$ cat src/rtl/hfte_pkg.sv
package hfte_pkg;

    localparam int DW       = 32;
    localparam int FRAC     = 24;
    localparam int SQ_STEPS = DW / 2;
    localparam int SQ_CW    = $clog2(SQ_STEPS + 1);
    localparam int CFG_AW   = 3;

    localparam logic [CFG_AW-1:0] REG_VAR_INITIAL          = 3'd0;
    localparam logic [CFG_AW-1:0] REG_RATE_DT              = 3'd1;
    localparam logic [CFG_AW-1:0] REG_HALF_DT              = 3'd2;
    localparam logic [CFG_AW-1:0] REG_KAPPA_DT             = 3'd3;
    localparam logic [CFG_AW-1:0] REG_KAPPA_THETA_DT       = 3'd4;
    localparam logic [CFG_AW-1:0] REG_SQRT_DT              = 3'd5;
    localparam logic [CFG_AW-1:0] REG_SIGMA_RHO_SQRT_DT    = 3'd6;
    localparam logic [CFG_AW-1:0] REG_SIGMA_RHOBAR_SQRT_DT = 3'd7;

    typedef logic signed [DW-1:0] t_word;
    typedef logic signed [DW:0]   t_mop;

    typedef struct packed {
        logic [DW+1:0] rem;
        logic [DW-1:0] root;
    } t_sq_step;

    localparam t_word WORD_MAX = {1'b0, {(DW-1){1'b1}}};
    localparam t_word WORD_MIN = {1'b1, {(DW-1){1'b0}}};

    function automatic t_word sat_add(t_word a, t_word b);
        logic signed [DW:0] s;
        s = {a[DW-1], a} + {b[DW-1], b};
        if (s[DW] != s[DW-1]) begin
            return s[DW] ? WORD_MIN : WORD_MAX;
        end
        return s[DW-1:0];
    endfunction

    function automatic t_word sat_neg(t_word a);
        return (a == WORD_MIN) ? WORD_MAX : t_word'(-a);
    endfunction

    // Rounds a magnitude product to nearest, ties away from zero, then applies
    // the sign and saturates. The negative limit is one larger than the positive.
    function automatic t_word q_round(logic [2*DW-1:0] p, logic neg);
        logic [2*DW:0]      sum;
        logic [2*DW-FRAC:0] sh;
        logic [DW:0]        lim;
        logic [DW:0]        mag;
        sum = {1'b0, p} + ((2*DW+1)'(1) << (FRAC - 1));
        sh  = sum[2*DW:FRAC];
        lim = neg ? {2'b01, {(DW-1){1'b0}}} : {2'b00, {(DW-1){1'b1}}};
        if (sh > (2*DW-FRAC+1)'(lim)) begin
            mag = lim;
        end else begin
            mag = sh[DW:0];
        end
        return neg ? t_word'(-mag) : t_word'(mag);
    endfunction

    // One restoring square-root digit: brings in two radicand bits.
    function automatic t_sq_step sq_step(logic [DW+1:0] rem, logic [DW-1:0] root,
                                         logic [1:0] bits);
        logic [DW+1:0] cur;
        logic [DW+1:0] trial;
        t_sq_step      r;
        cur   = {rem[DW-1:0], bits};
        trial = {root, 2'b01};
        if (cur >= trial) begin
            r.rem  = cur - trial;
            r.root = {root[DW-2:0], 1'b1};
        end else begin
            r.rem  = cur;
            r.root = {root[DW-2:0], 1'b0};
        end
        return r;
    endfunction

endpackage

$ cat src/rtl/heston_full_truncation_euler_step_core.sv
// Heston path-pair stepper, full-truncation Euler with an antithetic partner path.
// Each input word is one time step: z1 and z2 in tdata, path_start in tuser and
// path_last in tlast. The output word carries log return and variance of the
// positive and the antithetic path after the step, and tlast echoes path_last.
// All values are signed Q8.24 and saturate. From accept until the core is ready
// again, two square roots in a single root unit (two root bits per cycle)
// dominate, and a single multiplier and a single saturating adder carry the
// remaining products and sums under a small sequencer. The finished word waits
// in an output register, so a new step can be accepted while the previous word
// has not yet been taken.
module heston_full_truncation_euler_step_core (
    input  logic                         i_clk,
    input  logic                         i_rst_n,
    input  logic                         i_cfg_we,
    input  logic [hfte_pkg::CFG_AW-1:0]  i_cfg_index,
    input  logic [31:0]                  i_cfg_data,
    input  logic                         s_axis_tvalid,
    output logic                         s_axis_tready,
    input  logic [63:0]                  s_axis_tdata,   // z1 [31:0], z2 [63:32]
    input  logic                         s_axis_tuser,   // path_start
    input  logic                         s_axis_tlast,   // path_last
    output logic                         m_axis_tvalid,
    input  logic                         m_axis_tready,
    // log_return_pos [31:0], variance_pos [63:32],
    // log_return_neg [95:64], variance_neg [127:96]
    output logic [127:0]                 m_axis_tdata,
    output logic                         m_axis_tlast    // terminal
);

    import hfte_pkg::*;

    localparam logic [4:0] S_IDLE    = 5'd0;
    localparam logic [4:0] S_PREP    = 5'd1;
    localparam logic [4:0] S_C2      = 5'd2;
    localparam logic [4:0] S_CSUM    = 5'd3;
    localparam logic [4:0] S_HP      = 5'd4;
    localparam logic [4:0] S_KP      = 5'd5;
    localparam logic [4:0] S_HN      = 5'd6;
    localparam logic [4:0] S_KN      = 5'd7;
    localparam logic [4:0] S_VN1     = 5'd8;
    localparam logic [4:0] S_VN2     = 5'd9;
    localparam logic [4:0] S_WAIT_SP = 5'd10;
    localparam logic [4:0] S_SP1     = 5'd11;
    localparam logic [4:0] S_SP2     = 5'd12;
    localparam logic [4:0] S_SP3     = 5'd13;
    localparam logic [4:0] S_SP4     = 5'd14;
    localparam logic [4:0] S_WAIT_SN = 5'd15;
    localparam logic [4:0] S_SN1     = 5'd16;
    localparam logic [4:0] S_SN2     = 5'd17;
    localparam logic [4:0] S_SN3     = 5'd18;
    localparam logic [4:0] S_SN4     = 5'd19;
    localparam logic [4:0] S_DONE    = 5'd20;

    logic [4:0]  r_state;
    logic [4:0]  n_state;

    // Configuration registers.
    logic [30:0] r_var_initial;
    logic [31:0] r_rate_dt;
    logic [30:0] r_half_dt;
    logic [30:0] r_kappa_dt;
    logic [30:0] r_kappa_theta_dt;
    logic [30:0] r_sqrt_dt;
    logic [31:0] r_sigma_rho_sqrt_dt;
    logic [30:0] r_sigma_rhobar_sqrt_dt;

    // Path state.
    t_word r_lr_p;
    t_word r_var_p;
    t_word r_lr_n;
    t_word r_var_n;

    // Per-step working registers.
    logic [31:0] r_z1;
    logic [31:0] r_z2;
    logic        r_last;
    t_word       r_vp_p;
    t_word       r_vp_n;
    t_word       r_c;
    t_word       r_s;
    t_word       r_t;
    t_word       r_u;

    // Shared multiplier.
    logic [2*DW-1:0] r_prod;
    logic            r_prod_neg;
    t_mop            w_ma;
    t_mop            w_mb;
    logic [DW-1:0]   w_mag_a;
    logic [DW-1:0]   w_mag_b;
    t_word           w_q;

    // Shared saturating adder.
    t_word w_add_a;
    t_word w_add_b;
    t_word w_sum;

    // Square-root unit.
    logic [DW+1:0]   r_sq_rem;
    logic [DW-1:0]   r_sq_root;
    logic [2*DW-1:0] r_sq_rad;
    logic [SQ_CW-1:0] r_sq_cnt;
    logic            r_sq_busy;
    logic            w_sq_start;
    t_word           w_sq_in;
    t_sq_step        w_sq1;
    t_sq_step        w_sq2;

    // Output register.
    logic            r_o_valid;
    logic [127:0]    r_o_data;
    logic            r_o_last;
    logic            w_out_load;

    // Operand views.
    t_word w_var_init;
    t_word w_rate;
    t_word w_hdt;
    t_word w_kdt;
    t_word w_ktdt;
    t_word w_sdt;
    t_word w_srs;
    t_word w_srb;
    t_word w_vp_p_now;
    t_mop  w_z1;
    t_mop  w_nz1;
    t_word w_neg_q;

    assign w_var_init = t_word'($signed(r_var_initial));
    assign w_rate     = t_word'($signed(r_rate_dt));
    assign w_hdt      = t_word'($signed(r_half_dt));
    assign w_kdt      = t_word'($signed(r_kappa_dt));
    assign w_ktdt     = t_word'($signed(r_kappa_theta_dt));
    assign w_sdt      = t_word'($signed(r_sqrt_dt));
    assign w_srs      = t_word'($signed(r_sigma_rho_sqrt_dt));
    assign w_srb      = t_word'($signed(r_sigma_rhobar_sqrt_dt));
    assign w_z1       = t_mop'($signed(r_z1));
    assign w_nz1      = -w_z1;
    assign w_vp_p_now = r_var_p[DW-1] ? '0 : r_var_p;
    assign w_q        = q_round(r_prod, r_prod_neg);
    assign w_neg_q    = sat_neg(w_q);

    assign s_axis_tready = (r_state == S_IDLE);
    assign m_axis_tvalid = r_o_valid;
    assign m_axis_tdata  = r_o_data;
    assign m_axis_tlast  = r_o_last;

    assign w_out_load = (r_state == S_DONE) && (!r_o_valid || m_axis_tready);

    // Sequencer.
    always_comb begin
        n_state = r_state;
        unique case (r_state)
            S_IDLE:    if (s_axis_tvalid) n_state = S_PREP;
            S_PREP:    n_state = S_C2;
            S_C2:      n_state = S_CSUM;
            S_CSUM:    n_state = S_HP;
            S_HP:      n_state = S_KP;
            S_KP:      n_state = S_HN;
            S_HN:      n_state = S_KN;
            S_KN:      n_state = S_VN1;
            S_VN1:     n_state = S_VN2;
            S_VN2:     n_state = S_WAIT_SP;
            S_WAIT_SP: if (!r_sq_busy) n_state = S_SP1;
            S_SP1:     n_state = S_SP2;
            S_SP2:     n_state = S_SP3;
            S_SP3:     n_state = S_SP4;
            S_SP4:     n_state = S_WAIT_SN;
            S_WAIT_SN: if (!r_sq_busy) n_state = S_SN1;
            S_SN1:     n_state = S_SN2;
            S_SN2:     n_state = S_SN3;
            S_SN3:     n_state = S_SN4;
            S_SN4:     n_state = S_DONE;
            S_DONE:    if (w_out_load) n_state = S_IDLE;
            default:   n_state = S_IDLE;
        endcase
    end

    // Multiplier operand selection; the registered product is consumed in the following state.
    always_comb begin
        w_ma = '0;
        w_mb = '0;
        unique case (r_state)
            S_PREP:  begin w_ma = t_mop'(w_srs);  w_mb = w_z1; end
            S_C2:    begin w_ma = t_mop'(w_srb);  w_mb = t_mop'($signed(r_z2)); end
            S_CSUM:  begin w_ma = t_mop'(w_hdt);  w_mb = t_mop'(r_vp_p); end
            S_HP:    begin w_ma = t_mop'(w_kdt);  w_mb = t_mop'(r_vp_p); end
            S_KP:    begin w_ma = t_mop'(w_hdt);  w_mb = t_mop'(r_vp_n); end
            S_HN:    begin w_ma = t_mop'(w_kdt);  w_mb = t_mop'(r_vp_n); end
            S_SP1,
            S_SN1:   begin w_ma = t_mop'(r_s);    w_mb = t_mop'(w_sdt); end
            S_SP2:   begin w_ma = t_mop'(r_s);    w_mb = t_mop'(r_c); end
            S_SN2:   begin w_ma = t_mop'(r_s);    w_mb = t_mop'(sat_neg(r_c)); end
            S_SP3:   begin w_ma = t_mop'(r_t);    w_mb = w_z1; end
            S_SN3:   begin w_ma = t_mop'(r_t);    w_mb = w_nz1; end
            default: begin w_ma = '0;             w_mb = '0; end
        endcase
    end

    assign w_mag_a = w_ma[DW] ? DW'(-w_ma) : DW'(w_ma);
    assign w_mag_b = w_mb[DW] ? DW'(-w_mb) : DW'(w_mb);

    // Adder operand selection; the sum goes back to the register the state names.
    always_comb begin
        w_add_a = '0;
        w_add_b = '0;
        unique case (r_state)
            S_PREP:  begin w_add_a = r_lr_p;  w_add_b = w_rate; end
            S_C2:    begin w_add_a = r_var_p; w_add_b = w_ktdt; end
            S_CSUM:  begin w_add_a = r_t;     w_add_b = w_q; end
            S_HP:    begin w_add_a = r_lr_p;  w_add_b = w_neg_q; end
            S_KP:    begin w_add_a = r_var_p; w_add_b = w_neg_q; end
            S_HN:    begin w_add_a = r_lr_n;  w_add_b = w_rate; end
            S_KN:    begin w_add_a = r_lr_n;  w_add_b = sat_neg(r_t); end
            S_VN1:   begin w_add_a = r_var_n; w_add_b = w_ktdt; end
            S_VN2:   begin w_add_a = r_var_n; w_add_b = sat_neg(r_u); end
            S_SP3:   begin w_add_a = r_var_p; w_add_b = w_q; end
            S_SP4:   begin w_add_a = r_lr_p;  w_add_b = w_q; end
            S_SN3:   begin w_add_a = r_var_n; w_add_b = w_q; end
            S_SN4:   begin w_add_a = r_lr_n;  w_add_b = w_q; end
            default: begin w_add_a = '0;      w_add_b = '0; end
        endcase
    end

    assign w_sum = sat_add(w_add_a, w_add_b);

    // The positive root starts as soon as the step begins; the antithetic root
    // follows once the positive one has been collected.
    assign w_sq_start = (r_state == S_PREP) || ((r_state == S_WAIT_SP) && !r_sq_busy);
    assign w_sq_in    = (r_state == S_PREP) ? w_vp_p_now : r_vp_n;
    assign w_sq1      = sq_step(r_sq_rem, r_sq_root, r_sq_rad[2*DW-1:2*DW-2]);
    assign w_sq2      = sq_step(w_sq1.rem, w_sq1.root, r_sq_rad[2*DW-3:2*DW-4]);

    always_ff @(posedge i_clk) begin
        if (!i_rst_n) begin
            r_state                <= S_IDLE;
            r_o_valid              <= 1'b0;
            r_sq_busy              <= 1'b0;
            r_sq_cnt               <= '0;
            r_var_initial          <= '0;
            r_rate_dt              <= '0;
            r_half_dt              <= '0;
            r_kappa_dt             <= '0;
            r_kappa_theta_dt       <= '0;
            r_sqrt_dt              <= '0;
            r_sigma_rho_sqrt_dt    <= '0;
            r_sigma_rhobar_sqrt_dt <= '0;
            r_lr_p                 <= '0;
            r_var_p                <= '0;
            r_lr_n                 <= '0;
            r_var_n                <= '0;
        end else begin
            r_state <= n_state;

            if (w_out_load) begin
                r_o_valid <= 1'b1;
            end else if (m_axis_tready) begin
                r_o_valid <= 1'b0;
            end

            if (w_sq_start) begin
                r_sq_busy <= 1'b1;
                r_sq_cnt  <= SQ_CW'(SQ_STEPS);
            end else if (r_sq_busy) begin
                r_sq_cnt <= r_sq_cnt - SQ_CW'(1);
                if (r_sq_cnt == SQ_CW'(1)) begin
                    r_sq_busy <= 1'b0;
                end
            end

            if (i_cfg_we) begin
                unique case (i_cfg_index)
                    REG_VAR_INITIAL:          r_var_initial          <= i_cfg_data[30:0];
                    REG_RATE_DT:              r_rate_dt              <= i_cfg_data;
                    REG_HALF_DT:              r_half_dt              <= i_cfg_data[30:0];
                    REG_KAPPA_DT:             r_kappa_dt             <= i_cfg_data[30:0];
                    REG_KAPPA_THETA_DT:       r_kappa_theta_dt       <= i_cfg_data[30:0];
                    REG_SQRT_DT:              r_sqrt_dt              <= i_cfg_data[30:0];
                    REG_SIGMA_RHO_SQRT_DT:    r_sigma_rho_sqrt_dt    <= i_cfg_data;
                    REG_SIGMA_RHOBAR_SQRT_DT: r_sigma_rhobar_sqrt_dt <= i_cfg_data[30:0];
                    default: ;
                endcase
            end

            unique case (r_state)
                S_IDLE: begin
                    if (s_axis_tvalid && s_axis_tuser) begin
                        r_lr_p  <= '0;
                        r_lr_n  <= '0;
                        r_var_p <= w_var_init;
                        r_var_n <= w_var_init;
                    end
                end
                S_PREP, S_HP, S_SP4:          r_lr_p  <= w_sum;
                S_C2, S_KP, S_SP3:            r_var_p <= w_sum;
                S_HN, S_KN, S_SN4:            r_lr_n  <= w_sum;
                S_VN1, S_VN2, S_SN3:          r_var_n <= w_sum;
                default: ;
            endcase
        end
    end

    always_ff @(posedge i_clk) begin
        r_prod     <= w_mag_a * w_mag_b;
        r_prod_neg <= w_ma[DW] ^ w_mb[DW];

        if (w_sq_start) begin
            r_sq_rem  <= '0;
            r_sq_root <= '0;
            r_sq_rad  <= {{(DW-FRAC){1'b0}}, w_sq_in, {FRAC{1'b0}}};
        end else if (r_sq_busy) begin
            r_sq_rem  <= w_sq2.rem;
            r_sq_root <= w_sq2.root;
            r_sq_rad  <= {r_sq_rad[2*DW-5:0], 4'b0000};
        end

        unique case (r_state)
            S_IDLE: begin
                if (s_axis_tvalid) begin
                    r_z1   <= s_axis_tdata[31:0];
                    r_z2   <= s_axis_tdata[63:32];
                    r_last <= s_axis_tlast;
                end
            end
            S_PREP: begin
                r_vp_p <= w_vp_p_now;
                r_vp_n <= r_var_n[DW-1] ? '0 : r_var_n;
            end
            S_C2:      r_t <= w_q;
            S_CSUM:    r_c <= w_sum;
            S_HN:      r_t <= w_q;
            S_KN:      r_u <= w_q;
            S_WAIT_SP: if (!r_sq_busy) r_s <= r_sq_root;
            S_SP2:     r_t <= w_q;
            S_WAIT_SN: if (!r_sq_busy) r_s <= r_sq_root;
            S_SN2:     r_t <= w_q;
            default: ;
        endcase

        if (w_out_load) begin
            r_o_data <= {r_var_n, r_lr_n, r_var_p, r_lr_p};
            r_o_last <= r_last;
        end
    end

endmodule

$ cat config.mk
export PLATFORM = sky130hd
export DESIGN_NAME = heston_full_truncation_euler_step_core
export DESIGN_NICKNAME = d
export VERILOG_FILES = /design/src/rtl/hfte_pkg.sv /design/src/rtl/heston_full_truncation_euler_step_core.sv
export SDC_FILE = /design/constraint.sdc
export NUM_CORES = 2
export LEC_CHECK = 0
export BUFFER_PORTS_ARGS = -buffer_cell sky130_fd_sc_hd__clkbuf_2
export CAP_MARGIN = 20
export CORE_MARGIN = 2
export CORE_UTILIZATION = 28
export DETAILED_ROUTE_END_ITERATION = 6
export PLACE_DENSITY_LB_ADDON = 0.2
export SYNTH_ARGS = -nofsm -noshare
export SYNTH_HDL_FRONTEND = slang
export SYNTH_SLANG_ARGS = --single-unit
$ cat constraint.sdc
create_clock -name i_clk -period 46.2 [get_ports i_clk]
set_input_delay 4.62 -clock i_clk [delete_from_list [all_inputs] [get_ports i_clk]]
set_output_delay 4.62 -clock i_clk [all_outputs]
set_load 0.03 [all_outputs]
* Word-level counts from Yosys, hierarchy flattened
Cells that the tools add are included.
Cells by class: $add $sub $neg 13, multiplexer cells 41, reduce and logical (&&, ||, !) cells 49, equality and inequality tests 38, multipliers 1, bitwise gates (word level) 3, $lt $le $gt $ge 3
Operators with widths (count):
- $mux 32 | 15
- $pmux 33 s8 | 1
- $pmux 32 s2 | 4
- $neg 32->32 | 7
- $pmux 33 s6 | 1
- $pmux 32 s6 | 1
- $pmux 32 s5 | 1
- $eq 32x32->1 const B | 4
- $mux 64 | 2
- $mux 56 | 2
- $pmux 5 s21 | 1
- $ge 34x34->1 | 2
- $add 64x24->65 const B | 1
- $mul 32x32->64 | 1
- $sub 32x32->32 | 2
- $gt 41x32->1 | 1
- $eq 5x4->1 const B | 8
- $add 32x32->33 | 1
- $neg 32->33 | 1
- $mux 31 | 1
- $mux 5 | 6
- $reduce_and 2->1 | 14
- $eq 5x5->1 const B | 5
- $reduce_or 2->1 | 12
- other kinds (23) | 54
Storage, ports and cells: register bits after elaboration 945, output and inout port bits 131, word-level logic and storage cells 183

* Longest topological paths before layout
depth in word-level cells 13, mapped depth 58

* Worst setup path after synthesis
No wires, ideal clock.
path type input port to flip-flop, from input m_axis_tready, to register r_o_data[0] (netlist: m_axis_tdata[0]) (enable), data required time 45267 ps, library setup time 933 ps, setup slack 28455 ps, arrival 16812 ps, cell stages on the path 2, cells stage by stage nor2b_1 -> nor4_1
Between the ends: longest elaborated chain between the ends 2
RTL lines:
- from (decl) | RTL line heston_full_truncation_euler_step_core.sv:23 | input logic m_axis_tready,
- $logic_or 1x1->1 | RTL line heston_full_truncation_euler_step_core.sv:148 | assign w_out_load = (r_state == S_DONE) && (!r_o_valid || m_axis_tready);
- $logic_and 1x1->1 | RTL line heston_full_truncation_euler_step_core.sv:148
- net w_out_load | RTL line heston_full_truncation_euler_step_core.sv:113 | logic w_out_load;
- to (signal assigned) | RTL line heston_full_truncation_euler_step_core.sv:341 | r_o_data <= {r_var_n, r_lr_n, r_var_p, r_lr_p};
- to (decl) | RTL line heston_full_truncation_euler_step_core.sv:111 | logic [127:0] r_o_data;
The timed path passes the listed nets, and every way through them passes these cells. A chain may end at the register's enable or synchronous reset.

* Worst setup path in the final report
from register r_prod[29], to register r_var_p[29]
Between the ends: longest elaborated chain between the ends 13
RTL lines:
- from (decl) | RTL line heston_full_truncation_euler_step_core.sv:85 | logic [2*DW-1:0] r_prod;
- from (signal assigned) | RTL line heston_full_truncation_euler_step_core.sv:304 | r_prod <= w_mag_a * w_mag_b;
- $add 64x24->65 * | RTL line hfte_pkg.sv:49 | sum = {1'b0, p} + ((2*DW+1)'(1) << (FRAC - 1));
- $gt 41x32->1 * | RTL line hfte_pkg.sv:52 | if (sh > (2*DW-FRAC+1)'(lim)) begin
- $mux 32 * | RTL line hfte_pkg.sv:52
- $neg 32->32 | RTL line hfte_pkg.sv:57 | return neg ? t_word'(-mag) : t_word'(mag);
- $mux 32 * | RTL line hfte_pkg.sv:57
- net w_q[0] | RTL line heston_full_truncation_euler_step_core.sv:91 | t_word w_q;
- $neg 32->32 or $eq 32x32->1 (tied branches) | RTL line hfte_pkg.sv:39 | return (a == WORD_MIN) ? WORD_MAX : t_word'(-a);
- $mux 32 | RTL line hfte_pkg.sv:39
- $pmux 32 s6 * | RTL line heston_full_truncation_euler_step_core.sv:207 | unique case (r_state)
- $add 32x32->33 * | RTL line hfte_pkg.sv:31 | s = {a[DW-1], a} + {b[DW-1], b};
- $mux 32 or $ne 1x1->1 (tied branches) | RTL line hfte_pkg.sv:33, hfte_pkg.sv:32
- $mux 32 or $mux 1 (tied branches) | RTL line hfte_pkg.sv:32 | if (s[DW] != s[DW-1]) begin
- $mux 32 * | RTL line hfte_pkg.sv:35 | return s[DW-1:0];
- $pmux 32 s2 * | RTL line heston_full_truncation_euler_step_core.sv:285 | unique case (r_state)
- to (signal assigned) | RTL line heston_full_truncation_euler_step_core.sv:290 | r_var_p <= w_var_init;
- to (signal assigned) | RTL line heston_full_truncation_euler_step_core.sv:295 | S_C2, S_KP, S_SP3: r_var_p <= w_sum;
- to (decl) | RTL line heston_full_truncation_euler_step_core.sv:69 | t_word r_var_p;
The timed path passes the listed nets; every way through them passes the cells marked *. The select of a mux whose other input is x is not followed.

==> impl_metrics.env <==
export IMPL_status="finished, violations left"
export IMPL_failed_checks="design-rule violations"
export IMPL_syn_area_sq_um=80200
export IMPL_vias=69100
export IMPL_worst_path_buf_inv=5
export IMPL_clock_sinks=920
export IMPL_die_w_um=539
export IMPL_max_stage_delay_ns=0.78
export IMPL_yosysUniqueCellTypes=101
export IMPL_cts_max_path_buffers=3
export IMPL_grt_max_degree=105
export IMPL_post_cts_resized=0
export IMPL_die_height_um=539
export IMPL_power_total_mw=3.81
export IMPL_crit_top_cell="inv_1"
export IMPL_initial_core_util_pct=28.1
export IMPL_skew_ns=0.102
export IMPL_met3_length_mm=30.3
export IMPL_postCtsHoldBufs=0
export IMPL_wl_per_cell_um=27.1
export IMPL_power_leakage_nw=38.3
export IMPL_antenna_left=0
export IMPL_cts_buffers=103
export IMPL_yosysMostFrequentCell="nand2_1"
export IMPL_tns_ns=0
export IMPL_required_ns=46.86
export IMPL_htree_num_levels=3
export IMPL_synth_top_area_cell="fa_1"
export IMPL_grt_pass1_vias=68700
export IMPL_crit_path_end_kind="flop"
export IMPL_via_per_inst=5.31
export IMPL_critical_path_class="reg -> reg"
export IMPL_ys_ff_latch=920
export IMPL_wl_met1_mm=154
export IMPL_synth_area_top_cells="fa_1, edfxtp_1, dfxtp_1, nand2_1, ha_1"
export IMPL_io_pins=237
export IMPL_final_nets=10500
export IMPL_post_cts_buffers=0
export IMPL_clk_latency_ns=0.79
export IMPL_grt_overflow=0
export IMPL_yosys_area_top_type_share_pct=22.4
export IMPL_syn_nets=10500
export IMPL_crit_path_start_kind="flop"
export IMPL_grt_setup_unrepaired="false"
export IMPL_clkSlewWorstSetupHoldPaths_ns=0.06
export IMPL_max_freq_ghz=0.0597
export IMPL_cts_root_buf="clkbuf_16"
export IMPL_synth_cells=9078
export IMPL_maxCapViolations=0
export IMPL_synthTopCellsByCount="nand2_1, inv_1, fa_1"
export IMPL_cp_top_family="simple AND/OR/NAND/NOR gates"
export IMPL_core_area_sq_um=285000
export IMPL_min_period_over_period_pct=36.3
export IMPL_hp_class="reg -> reg"
export IMPL_synth_enable_flop_cells=416
export IMPL_drc=2
export IMPL_cts_tree="built"
export IMPL_arrival_ns=17.42
export IMPL_worst_path_max_fanout=28
export IMPL_drtIter0Drc=7632
export IMPL_gp_congestion=0.956
export IMPL_yosysWarningCount=0
export IMPL_firstDrtPassIters=7
export IMPL_crit_slowest_cell="nand3_2"
export IMPL_worstMarginPinSlew_ns=1.33
export IMPL_top_layer_used="met5"
export IMPL_slew_violations=0
export IMPL_finalSetupViolCount=0
export IMPL_hold_viol_final=0
export IMPL_rows=196
export IMPL_grt_pass1_wl_mm=503
export IMPL_synth_avg_cell_area_sq_um=8.83
export IMPL_grt_usage_pct=23.7
export IMPL_drive_gt1_share_pct=8.96
export IMPL_dieArea_sq_um=291000
export IMPL_antenna_found_initial=25
export IMPL_area_growth_pct=12.9
export IMPL_wirelength_mm=352
export IMPL_wl_met2_mm=153
export IMPL_min_period_ns=16.75
export IMPL_pwr_density_cell_nw_per_um2=42.1
export IMPL_ir_drop_uv=52.4
export IMPL_seq_area_frac_synth_pct=28.2
export IMPL_async_reset_ff_share_pct=0
export IMPL_synth_flop_cell="dfxtp_1"
export IMPL_io_buffers=236
export IMPL_relSlewSlack_pct=11.3
export IMPL_dpl_hpwl_mm=264
registers in the layout, indices dropped and copies added (netlist names), 32 cells and up:
signal,count
r_sq_rad,40
r_z2,32
r_c,32
r_u,32
r_lr_p,32
m_axis_tdata,128
r_sigma_rho_sqrt_dt,32
r_var_p,32
r_lr_n,32
r_sq_root,32
r_s,32
r_t,32
r_z1,32
r_prod,41
r_sq_rem,32
r_var_n,32
r_rate_dt,32
layer usage:
layer	track usage, %	up-vias
met1	33.5	35200
met3	4.14	521
met5	0	-
met4	8.43	2
met2	36.2	3173
li1	-	30200
path summary, 6_finish.rpt:
check,startpoint,endpoint,slack (ns),cells after the start
min,r_sq_root[15]$_SDFFE_PN0P_,r_s[15]$_DFFE_PP_,0.43,0
max reg2reg,r_prod[29]$_DFF_P_,r_var_p[29]$_SDFFE_PN0P_,29.45,47
min reg2reg,r_sq_root[15]$_SDFFE_PN0P_,r_s[15]$_DFFE_PP_,0.43,0
max,r_prod[29]$_DFF_P_,r_var_p[29]$_SDFFE_PN0P_,29.45,47
placed cells by master, fill, tap and decap left out, types with 37 or more instances in the layout:
cell and count:
or3_1 39, nand4_1 67, inv_1 1154, ha_1 403
edfxtp_1 416, nand2_1 1515, dfxtp_1 503, buf_4 222
or4_1 37, xnor2_1 161, clkbuf_2 237, a21oi_1 547
fa_1 896, o21ai_0 313, xnor2_2 38, nand2b_1 54
a22oi_1 138, a221oi_1 62, and3_1 71, nor4_1 64
and2_1 80, nor2_1 695, clkbuf_16 107, nand3_1 140
mux2i_1 51, nor2b_1 112, o22ai_1 101, a222oi_1 41
nor3_1 102, a21o_1 85, xor2_1 121
cell type report:
class                      instances  area, sq um
inverter                        1164         4380
antenna                            9         22.5
fill                           30100       194000
sequential                       920        22600
clock buffer                     128         2820
clock inverter                    67          845
tap                             3762         4710
multi-input combinational       6489        52200
timing repair buffer             460         2870
per-stage QoR:
| stage | hold WS [ns] | worst slack [ns] | instances | utilization, % | area [sq um] |
|---|---|---|---|---|---|
| after floorplan | 0.400 | 28.46 | 9078 | - | 80200 |
| after global placement | 0.401 | 29.85 | 12800 | 30.4 | 86800 |
| after detailed placement | 0.412 | 30.02 | 12800 | 30.5 | 86800 |
| after CTS | 0.415 | 29.87 | 13000 | 31.7 | 90400 |
| after global routing | 0.442 | 28.72 | 13000 | 31.7 | 90500 |
| final | 0.428 | 29.45 | 13000 | 31.7 | 90500 |
power by group:
| group | internal, mW | total [mW] | switching [mW] | leakage (nW) |
|---|---|---|---|---|
| sequential | 0.928 | 1.00 | 0.0750 | 7.77 |
| clock | 0.508 | 0.893 | 0.385 | 1.76 |
| combinational | 0.623 | 1.91 | 1.29 | 28.8 |
| total | 2.06 | 3.81 | 1.75 | 38.3 |
cells by family (layout without fill, tap and decap cells):
logic type,after synthesis,after routing,share of synthesized area [%]
other,0,9,0
adder cells (fa/ha/maj),1301,1301,28.7
XOR/XNOR,351,351,3.84
multiplexers,60,60,0.760
flip-flops,920,920,28.2
AO/OA/AOI/OAI,1650,1650,13.1
AND/OR/NAND/NOR,3127,3127,17.5
buffers and inverters,1669,1819,7.93
(Power assumes the default switching activity.)
